`src/tentative_pool_admission_and_ban_top_macros.svh`:
```
// Assertion macros shared by the admission and ban block.
`ifndef TENTATIVE_POOL_ADMISSION_AND_BAN_TOP_MACROS_SVH
`define TENTATIVE_POOL_ADMISSION_AND_BAN_TOP_MACROS_SVH
`ifndef SYNTH
// Checks that prop holds at every clock edge out of reset.
`define TPAB_ASSERT(lbl, prop) \
  lbl: assert property (@(posedge clk) disable iff (!rst_n) (prop)) \
    else $error("tpab check failed");
// Checks that cond at one edge is followed by nxt at the next edge.
`define TPAB_ASSERT_NEXT(lbl, cond, nxt) \
  lbl: assert property (@(posedge clk) disable iff (!rst_n) (cond) |=> (nxt)) \
    else $error("tpab sequence check failed");
`else
`define TPAB_ASSERT(lbl, prop)
`define TPAB_ASSERT_NEXT(lbl, cond, nxt)
`endif
`endif

```
`src/tpab_pkg.sv`:
```
// Package with the types and constants of the admission and ban block.
package tpab_pkg;

  localparam int NUM_POOLS_DEF  = 8;
  localparam int COUNT_BITS_DEF = 16;

  localparam int CMD_W    = 2;
  localparam int POOL_W   = 3;
  localparam int DUR_W    = 40;
  localparam int TIME_W   = 48;
  localparam int SUM_W    = 48;
  localparam int DVD_W    = 49;
  localparam int SAMPLE_W = 10;
  localparam int RATIO_W  = 16;
  localparam int PROD_W   = 64;
  localparam int CFG_IDX_W  = 2;
  localparam int CFG_DATA_W = 40;
  localparam int MAX_REPORTS = 8;

  localparam logic [SAMPLE_W-1:0] SAMPLE_RST = 10'd10;
  localparam logic [RATIO_W-1:0]  RATIO_RST  = 16'd512;

  typedef enum logic [CMD_W-1:0] {
    CMD_QUERY  = 2'd0,
    CMD_START  = 2'd1,
    CMD_FINISH = 2'd2
  } cmd_t;

  typedef enum logic [CFG_IDX_W-1:0] {
    REG_SAMPLE_COUNT = 2'd0,
    REG_MAX_RATIO    = 2'd1,
    REG_MIN_DURATION = 2'd2,
    REG_TENT_DISABLE = 2'd3
  } reg_idx_t;

  localparam logic KIND_ANSWER = 1'b0;
  localparam logic KIND_REPORT = 1'b1;

  typedef enum logic [3:0] {
    ST_IDLE,
    ST_EXEC,
    ST_BCHK,
    ST_BDIV,
    ST_THR,
    ST_SCAN,
    ST_PDIV,
    ST_PCMP,
    ST_FLUSH
  } state_t;

  typedef struct packed {
    logic [CMD_W-1:0]  command;
    logic [POOL_W-1:0] pool;
    logic              tentative;
    logic              finished_completed;
    logic [DUR_W-1:0]  job_duration;
    logic [TIME_W-1:0] now_time;
  } in_item_t;

  typedef struct packed {
    logic              result_kind;
    logic              allowed;
    logic [POOL_W-1:0] banned_pool;
    logic              last;
  } out_item_t;

endpackage

```
`src/tentative_pool_admission_and_ban_top.sv`:
```
// Top level: admission control and slow-pool banning for tentative pools.
// A query returns one answer; a start returns nothing. A finish that completes a job
// runs one shared restoring divider, one quotient bit per cycle, first for the
// baseline average once enough baseline samples exist and then, if that average
// is nonzero, once for each started, unbanned pool, visited in index order until
// the report limit is reached; other pools are skipped without a division. The
// block takes no new item until the previous one is finished; the result
// register lets a finished answer wait while the next item is accepted.
`include "tentative_pool_admission_and_ban_top_macros.svh"

module tentative_pool_admission_and_ban_top #(
  parameter int NUM_POOLS  = tpab_pkg::NUM_POOLS_DEF,
  parameter int COUNT_BITS = tpab_pkg::COUNT_BITS_DEF
) (
  input  logic                            clk,
  input  logic                            rst_n,
  input  logic                            in_valid,
  output logic                            in_ready,
  input  tpab_pkg::in_item_t              in_data,
  output logic                            out_valid,
  input  logic                            out_ready,
  output tpab_pkg::out_item_t             out_data,
  input  logic                            cfg_valid,
  output logic                            cfg_ready,
  input  logic [tpab_pkg::CFG_IDX_W-1:0]  cfg_index,
  input  logic [tpab_pkg::CFG_DATA_W-1:0] cfg_data
);

  localparam int IW    = (NUM_POOLS > 1) ? $clog2(NUM_POOLS) : 1;
  localparam int CW    = IW + 1;
  localparam int DNW   = COUNT_BITS + 1;
  localparam int SW    = COUNT_BITS + 2;
  localparam int DVD_W = tpab_pkg::DVD_W;
  localparam int SUM_W = tpab_pkg::SUM_W;
  localparam int DCW   = $clog2(DVD_W + 1);
  localparam int NRW   = $clog2(tpab_pkg::MAX_REPORTS + 1);
  localparam logic [COUNT_BITS-1:0] CNT_MAX = '1;
  localparam logic [SUM_W-1:0]      SUM_MAX = '1;

  // Configuration registers.
  logic [tpab_pkg::SAMPLE_W-1:0] sample_r;
  logic [tpab_pkg::RATIO_W-1:0]  ratio_r;
  logic [tpab_pkg::DUR_W-1:0]    min_dur_r;
  logic                          tdis_r;

  // Per-pool and baseline state.
  logic [COUNT_BITS-1:0]      started_r   [NUM_POOLS];
  logic [COUNT_BITS-1:0]      finished_r  [NUM_POOLS];
  logic [COUNT_BITS-1:0]      completed_r [NUM_POOLS];
  logic [SUM_W-1:0]           psum_r      [NUM_POOLS];
  logic [tpab_pkg::TIME_W-1:0] stamp_r    [NUM_POOLS];
  logic [NUM_POOLS-1:0]       banned_r;
  logic [SUM_W-1:0]           bsum_r;
  logic [COUNT_BITS-1:0]      bcnt_r;

  // Sequencer and datapath registers.
  tpab_pkg::state_t   state_r, state_nxt;
  tpab_pkg::in_item_t item_r;
  logic               pvalid_r;
  logic [CW-1:0]      idx_r;
  logic [DVD_W-1:0]   div_q_r;
  logic [DNW-1:0]     div_rem_r;
  logic [DNW-1:0]     div_den_r;
  logic [DCW-1:0]     div_cnt_r;
  logic [tpab_pkg::PROD_W-1:0] thr_r;
  logic               pend_v_r;
  logic [tpab_pkg::POOL_W-1:0] pend_pool_r;
  logic [NRW-1:0]     nrep_r;
  logic               out_valid_r;
  tpab_pkg::out_item_t out_data_r;

  // Selected entry of the per-pool state.
  logic [IW-1:0]         sel;
  logic [COUNT_BITS-1:0] st_rd, fi_rd, co_rd;
  logic [SUM_W-1:0]      ps_rd;
  logic [tpab_pkg::TIME_W-1:0] ts_rd;
  logic                  bn_rd;

  assign sel   = idx_r[IW-1:0];
  assign st_rd = started_r[sel];
  assign fi_rd = finished_r[sel];
  assign co_rd = completed_r[sel];
  assign ps_rd = psum_r[sel];
  assign ts_rd = stamp_r[sel];
  assign bn_rd = banned_r[sel];

  // Counter and sum helpers.
  function automatic logic [COUNT_BITS-1:0] cnt_inc(input logic [COUNT_BITS-1:0] c);
    cnt_inc = (c == CNT_MAX) ? c : c + COUNT_BITS'(1);
  endfunction

  function automatic logic [SUM_W-1:0] sum_add(input logic [SUM_W-1:0] s,
                                               input logic [tpab_pkg::DUR_W-1:0] d);
    logic [SUM_W:0] r;
    r = {1'b0, s} + (SUM_W+1)'(d);
    sum_add = r[SUM_W] ? SUM_MAX : r[SUM_W-1:0];
  endfunction

  // Admission test for a tentative query.
  logic signed [SW-1:0] running, remaining;
  logic                 allow;
  assign running   = $signed(SW'(st_rd)) - $signed(SW'(fi_rd));
  assign remaining = $signed(SW'(sample_r)) - $signed(SW'(co_rd));
  always_comb begin
    allow = 1'b1;
    if (item_r.tentative) begin
      if (!pvalid_r || tdis_r || bn_rd) begin
        allow = 1'b0;
      end else if (remaining > 0 && running >= remaining) begin
        allow = 1'b0;
      end
    end
  end

  // Baseline gate and scan candidate.
  logic base_ok, cand, short_avg;
  logic [tpab_pkg::TIME_W-1:0] elapsed;
  logic [DVD_W-1:0] pdvd;
  assign base_ok   = (SW'(bcnt_r) >= SW'(sample_r)) && (bcnt_r != '0);
  assign cand      = (st_rd != '0) && !bn_rd;
  assign short_avg = (SW'(co_rd) < SW'(sample_r)) || (co_rd == '0);
  assign elapsed   = (item_r.now_time >= ts_rd) ? item_r.now_time - ts_rd : '0;
  assign pdvd      = short_avg ? DVD_W'(ps_rd) + DVD_W'(elapsed) : DVD_W'(ps_rd);

  // Restoring divider step, one quotient bit per cycle.
  logic [DNW:0]   rem_sh;
  logic           div_ge;
  logic [DNW:0]   rem_sub;
  assign rem_sh  = {div_rem_r, div_q_r[DVD_W-1]};
  assign div_ge  = rem_sh >= {1'b0, div_den_r};
  assign rem_sub = rem_sh - {1'b0, div_den_r};

  // Slow test on the pool average held in the quotient register.
  logic slow;
  assign slow = (div_q_r >= DVD_W'(min_dur_r)) &&
                ({7'd0, div_q_r, 8'd0} >= thr_r);

  logic scan_end;
  assign scan_end = (idx_r >= CW'(NUM_POOLS)) || (nrep_r == NRW'(tpab_pkg::MAX_REPORTS));

  logic out_free;
  assign out_free = !out_valid_r || out_ready;

  // Next state.
  always_comb begin
    state_nxt = state_r;
    unique case (state_r)
      tpab_pkg::ST_IDLE: begin
        if (in_valid) state_nxt = tpab_pkg::ST_EXEC;
      end
      tpab_pkg::ST_EXEC: begin
        unique case (item_r.command)
          tpab_pkg::CMD_QUERY: if (out_free) state_nxt = tpab_pkg::ST_IDLE;
          tpab_pkg::CMD_FINISH: begin
            state_nxt = item_r.finished_completed ? tpab_pkg::ST_BCHK : tpab_pkg::ST_IDLE;
          end
          default: state_nxt = tpab_pkg::ST_IDLE;
        endcase
      end
      tpab_pkg::ST_BCHK: state_nxt = base_ok ? tpab_pkg::ST_BDIV : tpab_pkg::ST_IDLE;
      tpab_pkg::ST_BDIV: if (div_cnt_r == DCW'(1)) state_nxt = tpab_pkg::ST_THR;
      tpab_pkg::ST_THR: begin
        state_nxt = (div_q_r == '0) ? tpab_pkg::ST_IDLE : tpab_pkg::ST_SCAN;
      end
      tpab_pkg::ST_SCAN: begin
        if (scan_end) state_nxt = tpab_pkg::ST_FLUSH;
        else if (cand) state_nxt = tpab_pkg::ST_PDIV;
      end
      tpab_pkg::ST_PDIV: if (div_cnt_r == DCW'(1)) state_nxt = tpab_pkg::ST_PCMP;
      tpab_pkg::ST_PCMP: begin
        if (!(slow && pend_v_r && !out_free)) state_nxt = tpab_pkg::ST_SCAN;
      end
      tpab_pkg::ST_FLUSH: begin
        if (!pend_v_r || out_free) state_nxt = tpab_pkg::ST_IDLE;
      end
      default: state_nxt = tpab_pkg::ST_IDLE;
    endcase
  end

  // Output decode: handshake and result register load.
  logic                out_load;
  tpab_pkg::out_item_t out_nxt;
  always_comb begin
    in_ready = 1'b0;
    out_load = 1'b0;
    out_nxt  = '0;
    unique case (state_r)
      tpab_pkg::ST_IDLE: in_ready = 1'b1;
      tpab_pkg::ST_EXEC: begin
        if (item_r.command == tpab_pkg::CMD_QUERY && out_free) begin
          out_load            = 1'b1;
          out_nxt.result_kind = tpab_pkg::KIND_ANSWER;
          out_nxt.allowed     = allow;
          out_nxt.last        = 1'b1;
        end
      end
      tpab_pkg::ST_PCMP: begin
        if (slow && pend_v_r && out_free) begin
          out_load            = 1'b1;
          out_nxt.result_kind = tpab_pkg::KIND_REPORT;
          out_nxt.banned_pool = pend_pool_r;
        end
      end
      tpab_pkg::ST_FLUSH: begin
        if (pend_v_r && out_free) begin
          out_load            = 1'b1;
          out_nxt.result_kind = tpab_pkg::KIND_REPORT;
          out_nxt.banned_pool = pend_pool_r;
          out_nxt.last        = 1'b1;
        end
      end
      default: in_ready = 1'b0;
    endcase
  end

  assign cfg_ready = 1'b1;
  assign out_valid = out_valid_r;
  assign out_data  = out_data_r;

  // Control registers and configuration.
  always_ff @(posedge clk) begin
    if (!rst_n) begin
      state_r     <= tpab_pkg::ST_IDLE;
      out_valid_r <= 1'b0;
      pend_v_r    <= 1'b0;
      nrep_r      <= '0;
      sample_r    <= tpab_pkg::SAMPLE_RST;
      ratio_r     <= tpab_pkg::RATIO_RST;
      min_dur_r   <= '0;
      tdis_r      <= 1'b0;
    end else begin
      state_r <= state_nxt;
      if (out_load) out_valid_r <= 1'b1;
      else if (out_ready) out_valid_r <= 1'b0;
      if (cfg_valid) begin
        unique case (cfg_index)
          tpab_pkg::REG_SAMPLE_COUNT: sample_r  <= cfg_data[tpab_pkg::SAMPLE_W-1:0];
          tpab_pkg::REG_MAX_RATIO:    ratio_r   <= cfg_data[tpab_pkg::RATIO_W-1:0];
          tpab_pkg::REG_MIN_DURATION: min_dur_r <= cfg_data;
          tpab_pkg::REG_TENT_DISABLE: tdis_r    <= cfg_data[0];
          default: tdis_r <= tdis_r;
        endcase
      end
      if (state_r == tpab_pkg::ST_THR) begin
        nrep_r   <= '0;
        pend_v_r <= 1'b0;
      end
      if (state_r == tpab_pkg::ST_PCMP && state_nxt == tpab_pkg::ST_SCAN && slow) begin
        pend_v_r <= 1'b1;
        nrep_r   <= nrep_r + NRW'(1);
      end
      if (state_r == tpab_pkg::ST_FLUSH && out_free) pend_v_r <= 1'b0;
    end
  end

  // Per-pool and baseline state updates.
  always_ff @(posedge clk) begin
    if (!rst_n) begin
      for (int i = 0; i < NUM_POOLS; i++) begin
        started_r[i]   <= '0;
        finished_r[i]  <= '0;
        completed_r[i] <= '0;
        psum_r[i]      <= '0;
      end
      banned_r <= '0;
      bsum_r   <= '0;
      bcnt_r   <= '0;
    end else begin
      if (state_r == tpab_pkg::ST_EXEC) begin
        if (item_r.command == tpab_pkg::CMD_START && item_r.tentative && pvalid_r) begin
          started_r[sel] <= cnt_inc(st_rd);
        end
        if (item_r.command == tpab_pkg::CMD_FINISH) begin
          if (item_r.tentative && pvalid_r) begin
            finished_r[sel] <= cnt_inc(fi_rd);
            if (item_r.finished_completed) begin
              completed_r[sel] <= cnt_inc(co_rd);
              psum_r[sel]      <= sum_add(ps_rd, item_r.job_duration);
            end
          end
          if (!item_r.tentative && item_r.finished_completed) begin
            bcnt_r <= cnt_inc(bcnt_r);
            bsum_r <= sum_add(bsum_r, item_r.job_duration);
          end
        end
      end
      if (state_r == tpab_pkg::ST_PCMP && state_nxt == tpab_pkg::ST_SCAN && slow) begin
        banned_r[sel] <= 1'b1;
      end
    end
  end

  // Datapath registers without reset.
  always_ff @(posedge clk) begin
    if (out_load) out_data_r <= out_nxt;
    unique case (state_r)
      tpab_pkg::ST_IDLE: begin
        item_r   <= in_data;
        pvalid_r <= ({4'd0, in_data.pool} < 7'(NUM_POOLS));
        idx_r    <= ({4'd0, in_data.pool} < 7'(NUM_POOLS)) ? CW'(in_data.pool) : '0;
      end
      tpab_pkg::ST_EXEC: begin
        if (item_r.command == tpab_pkg::CMD_START && item_r.tentative && pvalid_r) begin
          stamp_r[sel] <= item_r.now_time;
        end
      end
      tpab_pkg::ST_BCHK: begin
        div_q_r   <= DVD_W'(bsum_r);
        div_rem_r <= '0;
        div_den_r <= DNW'(bcnt_r);
        div_cnt_r <= DCW'(DVD_W);
      end
      tpab_pkg::ST_BDIV, tpab_pkg::ST_PDIV: begin
        div_q_r   <= {div_q_r[DVD_W-2:0], div_ge};
        div_rem_r <= div_ge ? rem_sub[DNW-1:0] : rem_sh[DNW-1:0];
        div_cnt_r <= div_cnt_r - DCW'(1);
      end
      tpab_pkg::ST_THR: begin
        thr_r <= tpab_pkg::PROD_W'(ratio_r * div_q_r[SUM_W-1:0]);
        idx_r <= '0;
      end
      tpab_pkg::ST_SCAN: begin
        if (!scan_end) begin
          if (cand) begin
            div_q_r   <= pdvd;
            div_rem_r <= '0;
            div_den_r <= short_avg ? DNW'(co_rd) + DNW'(1) : DNW'(co_rd);
            div_cnt_r <= DCW'(DVD_W);
          end else begin
            idx_r <= idx_r + CW'(1);
          end
        end
      end
      tpab_pkg::ST_PCMP: begin
        if (state_nxt == tpab_pkg::ST_SCAN) begin
          idx_r <= idx_r + CW'(1);
          if (slow) pend_pool_r <= tpab_pkg::POOL_W'(idx_r);
        end
      end
      default: pvalid_r <= pvalid_r;
    endcase
  end

  // A pending report only exists while the scan is running or flushing.
  logic scan_busy;
  assign scan_busy = (state_r == tpab_pkg::ST_SCAN) || (state_r == tpab_pkg::ST_PDIV) ||
                     (state_r == tpab_pkg::ST_PCMP) || (state_r == tpab_pkg::ST_FLUSH);

  // Checks on the sequencer.
  `TPAB_ASSERT(a_pend_in_scan, !pend_v_r || scan_busy)
  `TPAB_ASSERT(a_nrep_bound, nrep_r <= NRW'(tpab_pkg::MAX_REPORTS))
  `TPAB_ASSERT_NEXT(a_busy_after_transfer, in_valid && in_ready, !in_ready)

endmodule
```
`config.mk`:
```
export PLATFORM = sky130hd
export DESIGN_NAME = tentative_pool_admission_and_ban_top
export DESIGN_NICKNAME = d
export VERILOG_FILES = /design/src/tpab_pkg.sv /design/src/tentative_pool_admission_and_ban_top.sv
export VERILOG_INCLUDE_DIRS = /design/src /design/src/src
export SDC_FILE = /design/constraint.sdc
export NUM_CORES = 2
export LEC_CHECK = 0
export BUFFER_PORTS_ARGS = -buffer_cell sky130_fd_sc_hd__buf_4
export CAP_MARGIN = 20
export CORE_ASPECT_RATIO = 0.5
export CORE_UTILIZATION = 40
export DETAILED_ROUTE_END_ITERATION = 10
export PLACE_DENSITY = 0.61
export REMOVE_ABC_BUFFERS = 1
export SLEW_MARGIN = 20
export SYNTH_ARGS = -nofsm -noshare
export SYNTH_HDL_FRONTEND = slang
export SYNTH_SLANG_ARGS = --single-unit
```
`constraint.sdc`:
```
create_clock -name clk -period 10.2 [get_ports clk]
set_input_delay 1.02 -clock clk [delete_from_list [all_inputs] [get_ports clk]]
set_output_delay 1.02 -clock clk [all_outputs]
set_load 0.02 [all_outputs]
```
==> impl_metrics.py <==
metrics = {
    "cells_and_area": {
        "multi_input_area_um2": 51700,
        "areaGrowthSynthToFinish_pct": 9.52,
        "fin_cells": 12426,
        "seqCellArea_um2": 45400,
        "fin_util_pct": 44.3,
        "layout-drive-gt1-share_pct": 10.4,
        "n_fill_cell": 23242,
        "fin_nets": 10225,
    },
    "power_and_ir_drop": {
        "fin_total_pwr_uw": 17800,
        "clkPwrFrac_pct": 33.4,
        "p_int_uw": 12200,
        "comb_power_share_pct": 25.4,
        "seq_power_share_pct": 41.2,
        "sw_frac_of_total_pct": 31.4,
        "p_per_area_nw_per_um2": 159,
        "p_leak_uw": 0.0436,
        "p_sw_uw": 5580,
        "irDropWorstVdd_mv": 0.151,
    },
    "synth": {
        "yosysSeqAreaShare_pct": 44.5,
        "synth_edf_count": 1410,
        "synth.avg_cell_area_um2": 11.4,
        "async_flop_share_pct": 0,
        "yosysTopAreaCellShare_pct": 41.5,
        "synth_ff_type": "edfxtp_1",
        "syn_inst": 8974,
        "synth_area_um2": 102000,
        "yosys-top-cells-area": "edfxtp_1, fa_1, ha_1",
        "synth_top_area_cell": "edfxtp_1",
        "ys_types": 107,
        "ys_seq_elements": 1562,
        "ys_warn_count": 0,
    },
    "clocking": {
        "path_clk_slew_ns": 0.06,
        "cts_sinks": 1562,
        "clk_latency_ns": 0.88,
        "cts_tree": "yes",
        "cts-resized-gates": 0,
        "cts_setup_buffers": 0,
        "clockBufferDepth": 4,
        "cts-root-buf": "clkbuf_16",
        "htree_levels": 4,
        "cts_hold_buf": 0,
        "cts_made_buffers": 159,
    },
    "route": {
        "routedWlPerCell_um": 23.7,
        "num_vias": 70063,
        "ant_nets": 0,
        "drt-total-wl_um": 294000,
        "vias_per_cell": 5.64,
        "drtIter0Drc": 7149,
        "drc": 0,
        "drt_first_pass_iters": 6,
    },
    "die": {
        "rows": 130,
        "start_util_pct": 40.4,
        "core_area_um2": 252000,
        "die_w_um": 716,
        "chipHeight_um": 359,
        "die_area_um2": 257000,
        "io_pins": 151,
    },
    "setup_path": {
        "path_common_cell": "a221oi_1",
        "cpPeakStageDelay_ns": 0.59,
        "cpLargestDelayFamily": "compound AO/OA/AOI/OAI gates",
        "critical_path_class": "flop to flop",
        "cp_num_cells": 26,
        "critPathBufInv": 2,
        "critPathSlowestCell": "dfxtp_4",
        "critPathLaunchType": "flop",
        "worst-path-max-fanout": 80,
        "cp-end-kind": "flop",
        "r2r_cells": 26,
        "crit_required_ns": 10.75,
        "cp.arrival_ns": 9.22,
    },
    "global_route": {
        "grt_pass1_vias": 70369,
        "grt_pass1_wl_um": 444000,
        "antenna_found_initial": 9,
        "grt_max_degree": 87,
        "grt_usage_pct": 22.7,
        "grt_overflow": 0,
    },
    "sta": {
        "rsz0062_at_grt": "no",
        "period_needed_ns": 8.67,
        "hold_viol_final": 0,
        "finalClockSkew_ns": 0.119,
        "setup_violations": 0,
        "tightest_slew_ns": 1.27,
        "finalMaxSlewViolations": 0,
        "max_freq_mhz": 115,
        "post-route-period-util_pct": 85.0,
        "relSlewSlack_pct": 14.9,
    },
    "placed_design": {
        "finalWeightedCongestion": 0.929,
        "dp_cells": 12153,
        "hpwl_um": 200000,
        "portBuffers": 149,
    },
    "run": {
        "drv_cap": 0,
    },
    "worst_hold_path": {
        "hold_path_class": "input pin to flop",
        "min_path_cells": 1,
    },
    "status": {
        "status": "finished clean",
    },
}
worst paths after layout:
check | endpoint | slack, ns | startpoint
max | div_q_r[48] | 1.53 | flop
min | item_r[43] | 0.35 | in_data[43]
max reg2reg | div_q_r[48] | 1.53 | flop
min reg2reg | min_dur_r[15] | 0.45 | min_dur_r[15]
cell usage after synthesis (53+ instances only):
master    instances
a21oi_1         439
nand2_1         926
nor2_1         1109
edfxtp_1       1410
mux2_2           60
xor2_1          109
mux4_2          245
clkbuf_1        384
nand4_1          60
nand3_1         103
inv_1           844
fa_1            649
o21ai_0         292
ha_1            484
xnor2_1         185
nor2b_1          53
mux2i_1          80
and2_1          294
o21a_1           56
a21o_1          175
dfxtp_1         152
nor3_1           74
power by group through the flow:
stage	sequential [uW]	clock, uW	combinational [uW]
2_1_floorplan	7480	0	3200
3_5_place_dp	7460	0	4410
5_1_grt	7330	6250	4940
3_3_place_gp	7450	0	4390
4_1_cts	7320	6030	4440
6_report	7320	5930	4500
worst reg2reg max path, delay by kind of cell (launching register included):
| kind | cells | cell delay [ns] |
|---|---|---|
| AOI/OAI and AO/OA | 15 | 4.28 |
| muxes | 2 | 0.79 |
| adders and majority gates | 2 | 0.69 |
| buffers and inverters | 2 | 1.15 |
| and+or+nand+nor | 5 | 0.90 |
| DFF | 1 | 0.59 |
state kept, by name, indices dropped and copies added, names as in the netlist, 10 cells and up, named ones only:
name         flops
bsum_r          48
bcnt_r          16
div_q_r         49
thr_r           64
div_rem_r       17
min_dur_r       40
stamp_r        384
item_r          92
sample_r        10
psum_r         384
started_r      128
finished_r     128
ratio_r         16
completed_r    128
div_den_r       17
per-stage QoR:
| stage | area [um2] | hold WS [ns] | worst slack (ns) | TNS (ns) |
|---|---|---|---|---|
| 2_1_floorplan | 100000 | 0.419 | -10.62 | -5179.84 |
| 3_3_place_gp | 107000 | 0.439 | 1.65 | 0 |
| 3_5_place_dp | 107000 | 0.447 | 1.57 | 0 |
| 4_1_cts | 112000 | 0.302 | 1.57 | 0 |
| 5_1_grt | 112000 | 0.307 | 1.01 | 0 |
| 6_report | 112000 | 0.345 | 1.53 | 0 |
per-layer routing:
layer | routed length (um) | track usage [%] | vias up | share of wire [%]
li1 | - | - | 31213 | -
met1 | 127000 | 32.5 | 35528 | 43
met2 | 131000 | 35.0 | 2881 | 44
met3 | 26800 | 4.70 | 437 | 9.1
met4 | 9360 | 6.56 | 4 | 3.2
met5 | 27 | 0 | - | 0.0092
cell families (layout without fill, tap and decap cells):
family          count (synthesis)  after routing  synth area share (%)
fa+ha+maj                    1133           1133                  18.7
flops                        1562           1562                  44.5
simple gates                 2857           2857                  12.5
other cells                     2              5               0.00736
buf+inv                      1322           1405                  5.17
xor+xnor                      300            300                  2.62
compound gates               1350           1350                  8.29
mux                           448            448                  8.28
final cells by class:
| cell class | instances | share of cell area (%) |
|---|---|---|
| multi-input cells | 6090 | 46.2 |
| flip-flops and latches | 1562 | 40.6 |
| well taps | 3366 | 3.77 |
| clock buffers | 195 | 3.75 |
| inverters | 848 | 2.85 |
| repair buffers | 289 | 2.01 |
| clock inverters | 73 | 0.753 |
| diodes | 3 | 0.00672 |
layout by cell type, fill, tap and decap left out, types with 80 or more instances in the layout:
| cell | n |
|---|---|
| o21ai_0 | 284 |
| inv_1 | 843 |
| nand2_1 | 917 |
| and2_1 | 293 |
| mux4_2 | 245 |
| a21oi_1 | 438 |
| clkbuf_16 | 160 |
| ha_1 | 484 |
| dfxtp_1 | 139 |
| fa_1 | 649 |
| a21o_1 | 175 |
| edfxtp_1 | 1410 |
| nand3_1 | 97 |
| xor2_1 | 109 |
| mux2i_1 | 80 |
| buf_4 | 282 |
| xnor2_1 | 185 |
| nor2_1 | 1097 |
No activity file was read; power rests on OpenSTA's default activity.
